==> src/sv/polar_go_to_goal_controller_defines.svh <==
// assertion macros for the go-to-goal controller
`ifndef POLAR_GO_TO_GOAL_CONTROLLER_DEFINES_SVH
`define POLAR_GO_TO_GOAL_CONTROLLER_DEFINES_SVH

// condition implies consequence in the same cycle
`define PG_ASSERT_IMP(label, clk, rst_n, cond, cons) \
  label: assert property (@(posedge clk) disable iff (!rst_n) (cond) |-> (cons)) \
    else $error("pg assertion failed");

// condition implies consequence in the next cycle
`define PG_ASSERT_NEXT(label, clk, rst_n, cond, cons) \
  label: assert property (@(posedge clk) disable iff (!rst_n) (cond) |=> (cons)) \
    else $error("pg assertion failed");

`endif

==> src/sv/pgc_pkg.sv <==
package pgc_pkg;
  localparam int CORDIC_STAGES  = 16;
  localparam int POSITION_WIDTH = 32;
  localparam int GUARD_BITS     = 8;
  // cordic datapath width: position difference plus guard and growth
  localparam int CW = POSITION_WIDTH + GUARD_BITS + 4;
  localparam int AW = 21;  // q16 angle width
  localparam logic signed [AW-1:0] ANG_PI      = 21'sd205887;
  localparam logic signed [AW-1:0] ANG_TWO_PI  = 21'sd411775;
  localparam logic signed [AW-1:0] ANG_HALF_PI = 21'sd102944;
  localparam logic [23:0] INV_GAIN_Q24 = 24'd10188014;
  localparam logic signed [31:0] INV_GAIN_Q30 = 32'sd652032874;
  localparam logic [40:0] PROD_CAP = 41'h0FF_FFFF_FFFF;

  localparam int CFG_AW = 3;
  localparam logic [CFG_AW-1:0] REG_GAIN_DIST = 3'd0;
  localparam logic [CFG_AW-1:0] REG_GAIN_HEAD = 3'd1;
  localparam logic [CFG_AW-1:0] REG_HEAD_THR  = 3'd2;
  localparam logic [CFG_AW-1:0] REG_REACH_THR = 3'd3;
  localparam logic [CFG_AW-1:0] REG_ANG_LIM   = 3'd4;
  localparam logic [CFG_AW-1:0] REG_LIN_LIM   = 3'd5;

  typedef struct packed {
    logic [15:0] gain_distance;
    logic [15:0] gain_heading;
    logic [14:0] heading_threshold;
    logic [30:0] reach_threshold;
    logic [15:0] angular_limit;
    logic [15:0] linear_limit;
  } cfg_t;

  function automatic logic signed [AW-1:0] atan_q16(input int i);
    logic signed [AW-1:0] r;
    case (i)
      0: r = 21'sd51472;  1: r = 21'sd30386;  2: r = 21'sd16055;  3: r = 21'sd8150;
      4: r = 21'sd4091;   5: r = 21'sd2047;   6: r = 21'sd1024;   7: r = 21'sd512;
      8: r = 21'sd256;    9: r = 21'sd128;    10: r = 21'sd64;    11: r = 21'sd32;
      12: r = 21'sd16;    13: r = 21'sd8;     14: r = 21'sd4;     15: r = 21'sd2;
      16: r = 21'sd1;
      default: r = '0;
    endcase
    return r;
  endfunction
endpackage

==> src/sv/pgc_cos_cordic.sv <==
// pipelined rotation cordic: cos of a q16 angle in q30
module pgc_cos_cordic import pgc_pkg::*; (
  input  logic                 clk,
  input  logic                 en,
  input  logic signed [AW-1:0] angle,
  output logic signed [33:0]   cos_q30
);
  logic signed [33:0]   xs [CORDIC_STAGES+1];
  logic signed [33:0]   ys [CORDIC_STAGES+1];
  logic signed [AW-1:0] as_ [CORDIC_STAGES+1];
  logic                 neg_r [CORDIC_STAGES+1];

  // fold into the right half plane
  always_ff @(posedge clk) begin
    if (en) begin
      xs[0] <= 34'(INV_GAIN_Q30);
      ys[0] <= '0;
      if (angle > ANG_HALF_PI) begin
        as_[0] <= angle - ANG_PI; neg_r[0] <= 1'b1;
      end else if (angle < -ANG_HALF_PI) begin
        as_[0] <= angle + ANG_PI; neg_r[0] <= 1'b1;
      end else begin
        as_[0] <= angle; neg_r[0] <= 1'b0;
      end
    end
  end

  for (genvar i = 0; i < CORDIC_STAGES; i++) begin : g_st
    always_ff @(posedge clk) begin
      if (en) begin
        neg_r[i+1] <= neg_r[i];
        if (!as_[i][AW-1]) begin
          xs[i+1] <= xs[i] - (ys[i] >>> i);
          ys[i+1] <= ys[i] + (xs[i] >>> i);
          as_[i+1] <= as_[i] - atan_q16(i);
        end else begin
          xs[i+1] <= xs[i] + (ys[i] >>> i);
          ys[i+1] <= ys[i] - (xs[i] >>> i);
          as_[i+1] <= as_[i] + atan_q16(i);
        end
      end
    end
  end

  assign cos_q30 = neg_r[CORDIC_STAGES] ? -xs[CORDIC_STAGES] : xs[CORDIC_STAGES];
endmodule

==> config.mk <==
export PLATFORM = sky130hd
export DESIGN_NAME = pgc_cos_cordic
export DESIGN_NICKNAME = d
export VERILOG_FILES = /design/src/sv/polar_go_to_goal_controller_defines.svh /design/src/sv/pgc_pkg.sv /design/src/sv/pgc_cos_cordic.sv
export SDC_FILE = /design/constraint.sdc
export NUM_CORES = 2
export LEC_CHECK = 0
export ABC_AREA = 1
export BUFFER_PORTS_ARGS = -buffer_cell sky130_fd_sc_hd__buf_2
export CAP_MARGIN = 30
export CORE_ASPECT_RATIO = 0.9
export CORE_MARGIN = 2
export CORE_UTILIZATION = 40
export DETAILED_ROUTE_END_ITERATION = 7
export GPL_ROUTABILITY_DRIVEN = 1
export PLACE_DENSITY = 0.5
export RECOVER_POWER = 25
export SKIP_LAST_GASP = 1
export SYNTH_ARGS = -nofsm -noshare
export SYNTH_HDL_FRONTEND = slang
export SYNTH_SLANG_ARGS = --single-unit
==> constraint.sdc <==
create_clock -name clk -period 4.35 [get_ports clk]
set_clock_uncertainty 0.05 [all_clocks]
set_input_delay 0.2175 -clock clk [delete_from_list [all_inputs] [get_ports clk]]
set_output_delay 0.2175 -clock clk [all_outputs]
set_load 0.01 [all_outputs]
# Word level (Yosys, flattened, before mapping)

Memory sizes are Yosys's and may differ from the RTL's.
Index checks and enable logic that the tools add are counted.

Register bits: 0
RAM bits: 1530
Input port bits: 23
Output and inout port bits: 34
Logic and storage cells: 318
Memories: 4

Memories:

| memory | words | width | read ports | clocked after memory_dff | wr ports | RTL line             | RTL |
|---|---|---|---|---|---|---|---|
| xs     | 17    | 34    | 17         | 0                        | 17       | pgc_cos_cordic.sv:8  | `logic signed [33:0] xs [CORDIC_STAGES+1];` |
| ys     | 17    | 34    | 16         | 0                        | 17       | pgc_cos_cordic.sv:9  | `logic signed [33:0] ys [CORDIC_STAGES+1];` |
| as_    | 17    | 21    | 16         | 0                        | 17       | pgc_cos_cordic.sv:10 | `logic signed [AW-1:0] as_ [CORDIC_STAGES+1];` |
| neg_r  | 17    | 1     | 17         | 0                        | 17       | pgc_cos_cordic.sv:11 | `logic neg_r [CORDIC_STAGES+1];` |

Add/sub/neg operators: 98
$lt $le $gt $ge: 2
Muxes and demuxes: 162
Bitwise gates (word level): 52

Operators by type and width:

| operator                     | count |
|---|---|
| 2-to-1 mux 34 bit            | 33 |
| 2-to-1 mux 21 bit            | 18 |
| 2-to-1 mux 1 bit             | 111 |
| adder 34 x 19 -> 34 bit      | 2 |
| adder 34 x 20 -> 34 bit      | 2 |
| adder 34 x 21 -> 34 bit      | 2 |
| adder 34 x 22 -> 34 bit      | 2 |
| adder 34 x 23 -> 34 bit      | 2 |
| adder 34 x 24 -> 34 bit      | 2 |
| adder 34 x 25 -> 34 bit      | 2 |
| adder 34 x 26 -> 34 bit      | 2 |
| adder 34 x 27 -> 34 bit      | 2 |
| adder 34 x 28 -> 34 bit      | 2 |
| adder 34 x 29 -> 34 bit      | 2 |
| adder 34 x 30 -> 34 bit      | 2 |
| adder 34 x 31 -> 34 bit      | 2 |
| adder 34 x 32 -> 34 bit      | 2 |
| adder 34 x 33 -> 34 bit      | 2 |
| subtractor 34 x 19 -> 34 bit | 2 |
| subtractor 34 x 20 -> 34 bit | 2 |
| subtractor 34 x 21 -> 34 bit | 2 |
| subtractor 34 x 22 -> 34 bit | 2 |
| subtractor 34 x 23 -> 34 bit | 2 |
| subtractor 34 x 24 -> 34 bit | 2 |
| 47 further kinds             | 110 |

# Depth between registers and ports, before layout

Depth after elaboration: 7
Gate-level depth with buffers: 25
Depth with buffers taken out: 25

# Worst setup path before layout

No wires, ideal clock.

Kind: in2reg
From: input port en
To: memory as_[5][0], enable pin
Library setup time: 479 ps
Arrival: 3302 ps
Required time: 3821 ps
Slack: 519 ps
Stages on the path: 4
Buffers on the path: 4
Cell sequence: buf_2 > buf_2 > clkbuf_1 > clkbuf_1

RTL lines:

| item               | RTL line             | RTL |
|---|---|---|
| start: declaration | pgc_cos_cordic.sv:4  | `input logic en,` |
| end: declaration   | pgc_cos_cordic.sv:10 |  |

==> metrics.csv <==
stage;metric;value;unit
clock_tree;clk_pin_slew;60;ps
place;place.gp.congestion;0.9778;
drt;via_count;105000;
floorplanning;die_w;574.4;um
grt;grt_overflow_total;0;
timing;max_slew_margin;32.07;%
final_layout;area_delta_synth_final;12.02;%
timing;hold_viol_final;0;
final_layout;fin_cells;19480;
hold_path;holdPathStages;3;
critical_path;required;4920;ps
timing;finalMaxSlewViolations;0;
run_status;violations;setup timing;
grt;grt_pass1_vias;96630;
logic_synthesis;synth-async-reset-ratio;0;%
clock_tree;cts_max_path_buffers;4;
final_layout;fin_util;45.02;%
critical_path;reg2reg_setup_slack;-1;ps
timing;setup_ws;-1.202;ps
place;placed_area;124800;sq um
place;dp_hpwl;344900;um
critical_path;r2r-end;xs[12][33];
clock_tree;numClockSinks;1261;
logic_synthesis;ys_warn_count;0;
final_layout;final_nets;16690;
logic_synthesis;synth_area_per_cell;7.850;sq um
timing;setup_viol;1;
critical_path;arrival;4920;ps
final_layout;postLayoutCellArea;131200;sq um
critical_path;reg2regPathDepth;15;
floorplanning;rows;188;
timing;fmax;0.2298;GHz
drt;ant_nets;0;
timing;rsz0062_at_grt;true;
place;dp.cells;19130;
drt;first_iter_violations;10770;
clock_tree;cts_tree;built;
logic_synthesis;synth_ff_type;edfxtp_1;
logic_synthesis;syn_area;117100;sq um
grt;use_met1;43.97;%
grt;grt_max_degree;147;
drt;drc_errors;0;
logic_synthesis;seq_area_frac_synth;32.33;%
logic_synthesis;syn_inst;14920;
drt;routedWlPerCell;21.21;um
logic_synthesis;synth_edf_count;1261;
critical_path;reg2reg_from;ys[11][12];
drt;viasPerCell;5.393;
clock_tree;cts_root_buffer;clkbuf_16;
critical_path;crit_type;flop to flop;
grt;grt_pass1_wl;616600;um
place;place_ws;-97.35;ps
critical_path;critPathMaxFanout;5;
final_layout;drive_gt1_share;6.111;%
grt;grt_usage;27.00;%
logic_synthesis;synth.ff_latch_count;1261;
run_status;status;finished with violations;
timing;period_needed;4351;ps
logic_synthesis;synth.distinct_cells;68;
grt;use_met3;5.438;%
floorplanning;dieArea;297200;sq um
critical_path;start_kind;flop;
logic_synthesis;syn_nets;16160;
timing;tightest_slew;1008;ps
critical_path;end_kind;flop;
floorplanning;core;291400;sq um
timing;period_share;100.0;%
grt;antenna_found_initial;14;
floorplanning;io_pins;57;
hold_path;hold_class;input port to flop;
floorplanning;die_h;517.4;um
clock_tree;htree_levels;4;
grt;grtUsageMet2;36.10;%
place;port_buffers;56;
drt;drtPass1Iterations;6;
drt;drt_wl_total;413100;um
grt;grt_busiest_layer;met1;
hold_path;min_from;angle[9];
clock_tree;clk_latency;870;ps
clock_tree;numCtsBuffers;159;
hold_path;hold_end;as_[0][9];
floorplanning;start_util;40.19;%
run;maxCapViolCount;0;
flip-flops by register name, indices dropped and copies added, names as in the netlist:
register,cells
neg_r,17
as_,298
ys,462
xs,484
stage by stage:
step | hold WS (ps) | setup TNS [ps]
after floorplan | 280.0 | 0
after global routing | 81.00 | -51.02
after CTS | 7.686 | 0
final | 172.6 | -1.202
after global placement | 350.5 | -120.9
after detailed placement | 354.5 | -97.35
worst max-delay path: stages (launching register included):
cell	delay, ps
edfxtp_1	410
inv_1	140
ha_1	210
nand3_1	160
or3b_1	530
o21ai_0	230
xor2_1	90
ha_1	580
nand2_1	330
nor2_1	520
nand2_1	140
nor3_1	200
buf_4	190
nand3_1	100
o2111ai_1	150
xor2_1	90
how the worst max path moves through the flow:
stage	to	cells after the start	from	slack (ps)
floorplan	as_[5][0]	4	en	520
global placement	xs[4][26]	17	ys[3][5]	-120
detailed placement	xs[4][26]	17	ys[3][5]	-100
CTS	ys[9][26]	19	xs[8][8]	0.7
global route	ys[6][33]	20	xs[5][6]	-30
finish	xs[12][33]	15	ys[11][12]	-1
repair_timing:
item	in CTS	in global routing
endpoints found under the setup margin	2	116
buffers inserted	0	35
resized for setup	1	98
endpoints found under the hold margin	144	1
hold buffers	21	1
pin swaps	0	34
Yosys cell counts (96+ instances only):
cell type	instances	share of area (%)
o21ai_0	727	3.1
nor3_1	294	1.3
edfxtp_1	1261	32
nand4_1	205	1.1
nand3_1	656	2.8
a31oi_1	122	0.65
a21o_1	241	1.5
a21oi_1	1326	5.7
inv_1	1896	6.1
xor2_1	1282	9.6
xnor2_1	435	3.3
o21ai_1	96	0.41
nand2_1	2755	8.8
nor2_1	1576	5.1
ha_1	1166	12
layer usage:
| layer | part of all wire [%] | vias up |
|---|---|---|
| met5 | 0.044 | - |
| met4 | 1.3 | 6 |
| met3 | 8.7 | 316 |
| met2 | 38 | 3400 |
| met1 | 52 | 49340 |
| li1 | - | 51980 |
kinds of logic after synthesis:
| group | share of synthesized area [%] |
|---|---|
| AOI/OAI and AO/OA | 14.40 |
| xor gates and xnor gates | 12.85 |
| adders and majority gates | 13.21 |
| buffers and inverters | 6.552 |
| DFF | 32.33 |
| and+or+nand+nor | 20.66 |
area by class of cell:
| class | instances | area (sq um) |
|---|---|---|
| inverters | 1919 | 7203 |
| repair buffers | 488 | 3756 |
| flip-flops and latches | 1261 | 37870 |
| clock inverters | 100 | 1270 |
| fillers | 29740 | 160200 |
| well taps | 3895 | 4873 |
| multi-input cells | 11630 | 72080 |
| diodes | 3 | 7.507 |
| clock buffers | 184 | 4158 |
cell usage in the layout (no fill, tap or decap), types with 18 or more instances in the layout:
cell type,netlist,routed
nor2_2,29,44
a31oi_1,122,122
fa_1,44,44
o221ai_1,19,19
clkbuf_16,0,163
o21ai_1,96,100
dlygate4sd3_1,0,22
nor3_2,23,39
bufinv_16,0,26
a221oi_1,57,57
inv_1,1896,1893
edfxtp_1,1261,1261
clkinv_1,8,25
o21ai_0,727,723
xor2_1,1282,1281
nand3_1,656,651
a211oi_1,19,19
a21o_1,241,241
inv_2,15,18
buf_2,26,55
clkinv_2,0,22
o21bai_1,85,85
ha_1,1166,1162
a21oi_1,1326,1314
nand2_1,2755,2742
clkbuf_1,79,21
o21a_1,31,31
nor3_1,294,273
o31ai_1,75,73
o211ai_1,44,44
nand2_2,17,30
nor2_1,1576,1559
a21boi_0,56,56
nand4_1,205,205
buf_4,1,395
xnor2_1,435,433
nor4_1,92,83
Power is left out: the tool's default activity adds up to more than one toggle a clock period on the data nets, which glitch-free logic cannot reach.
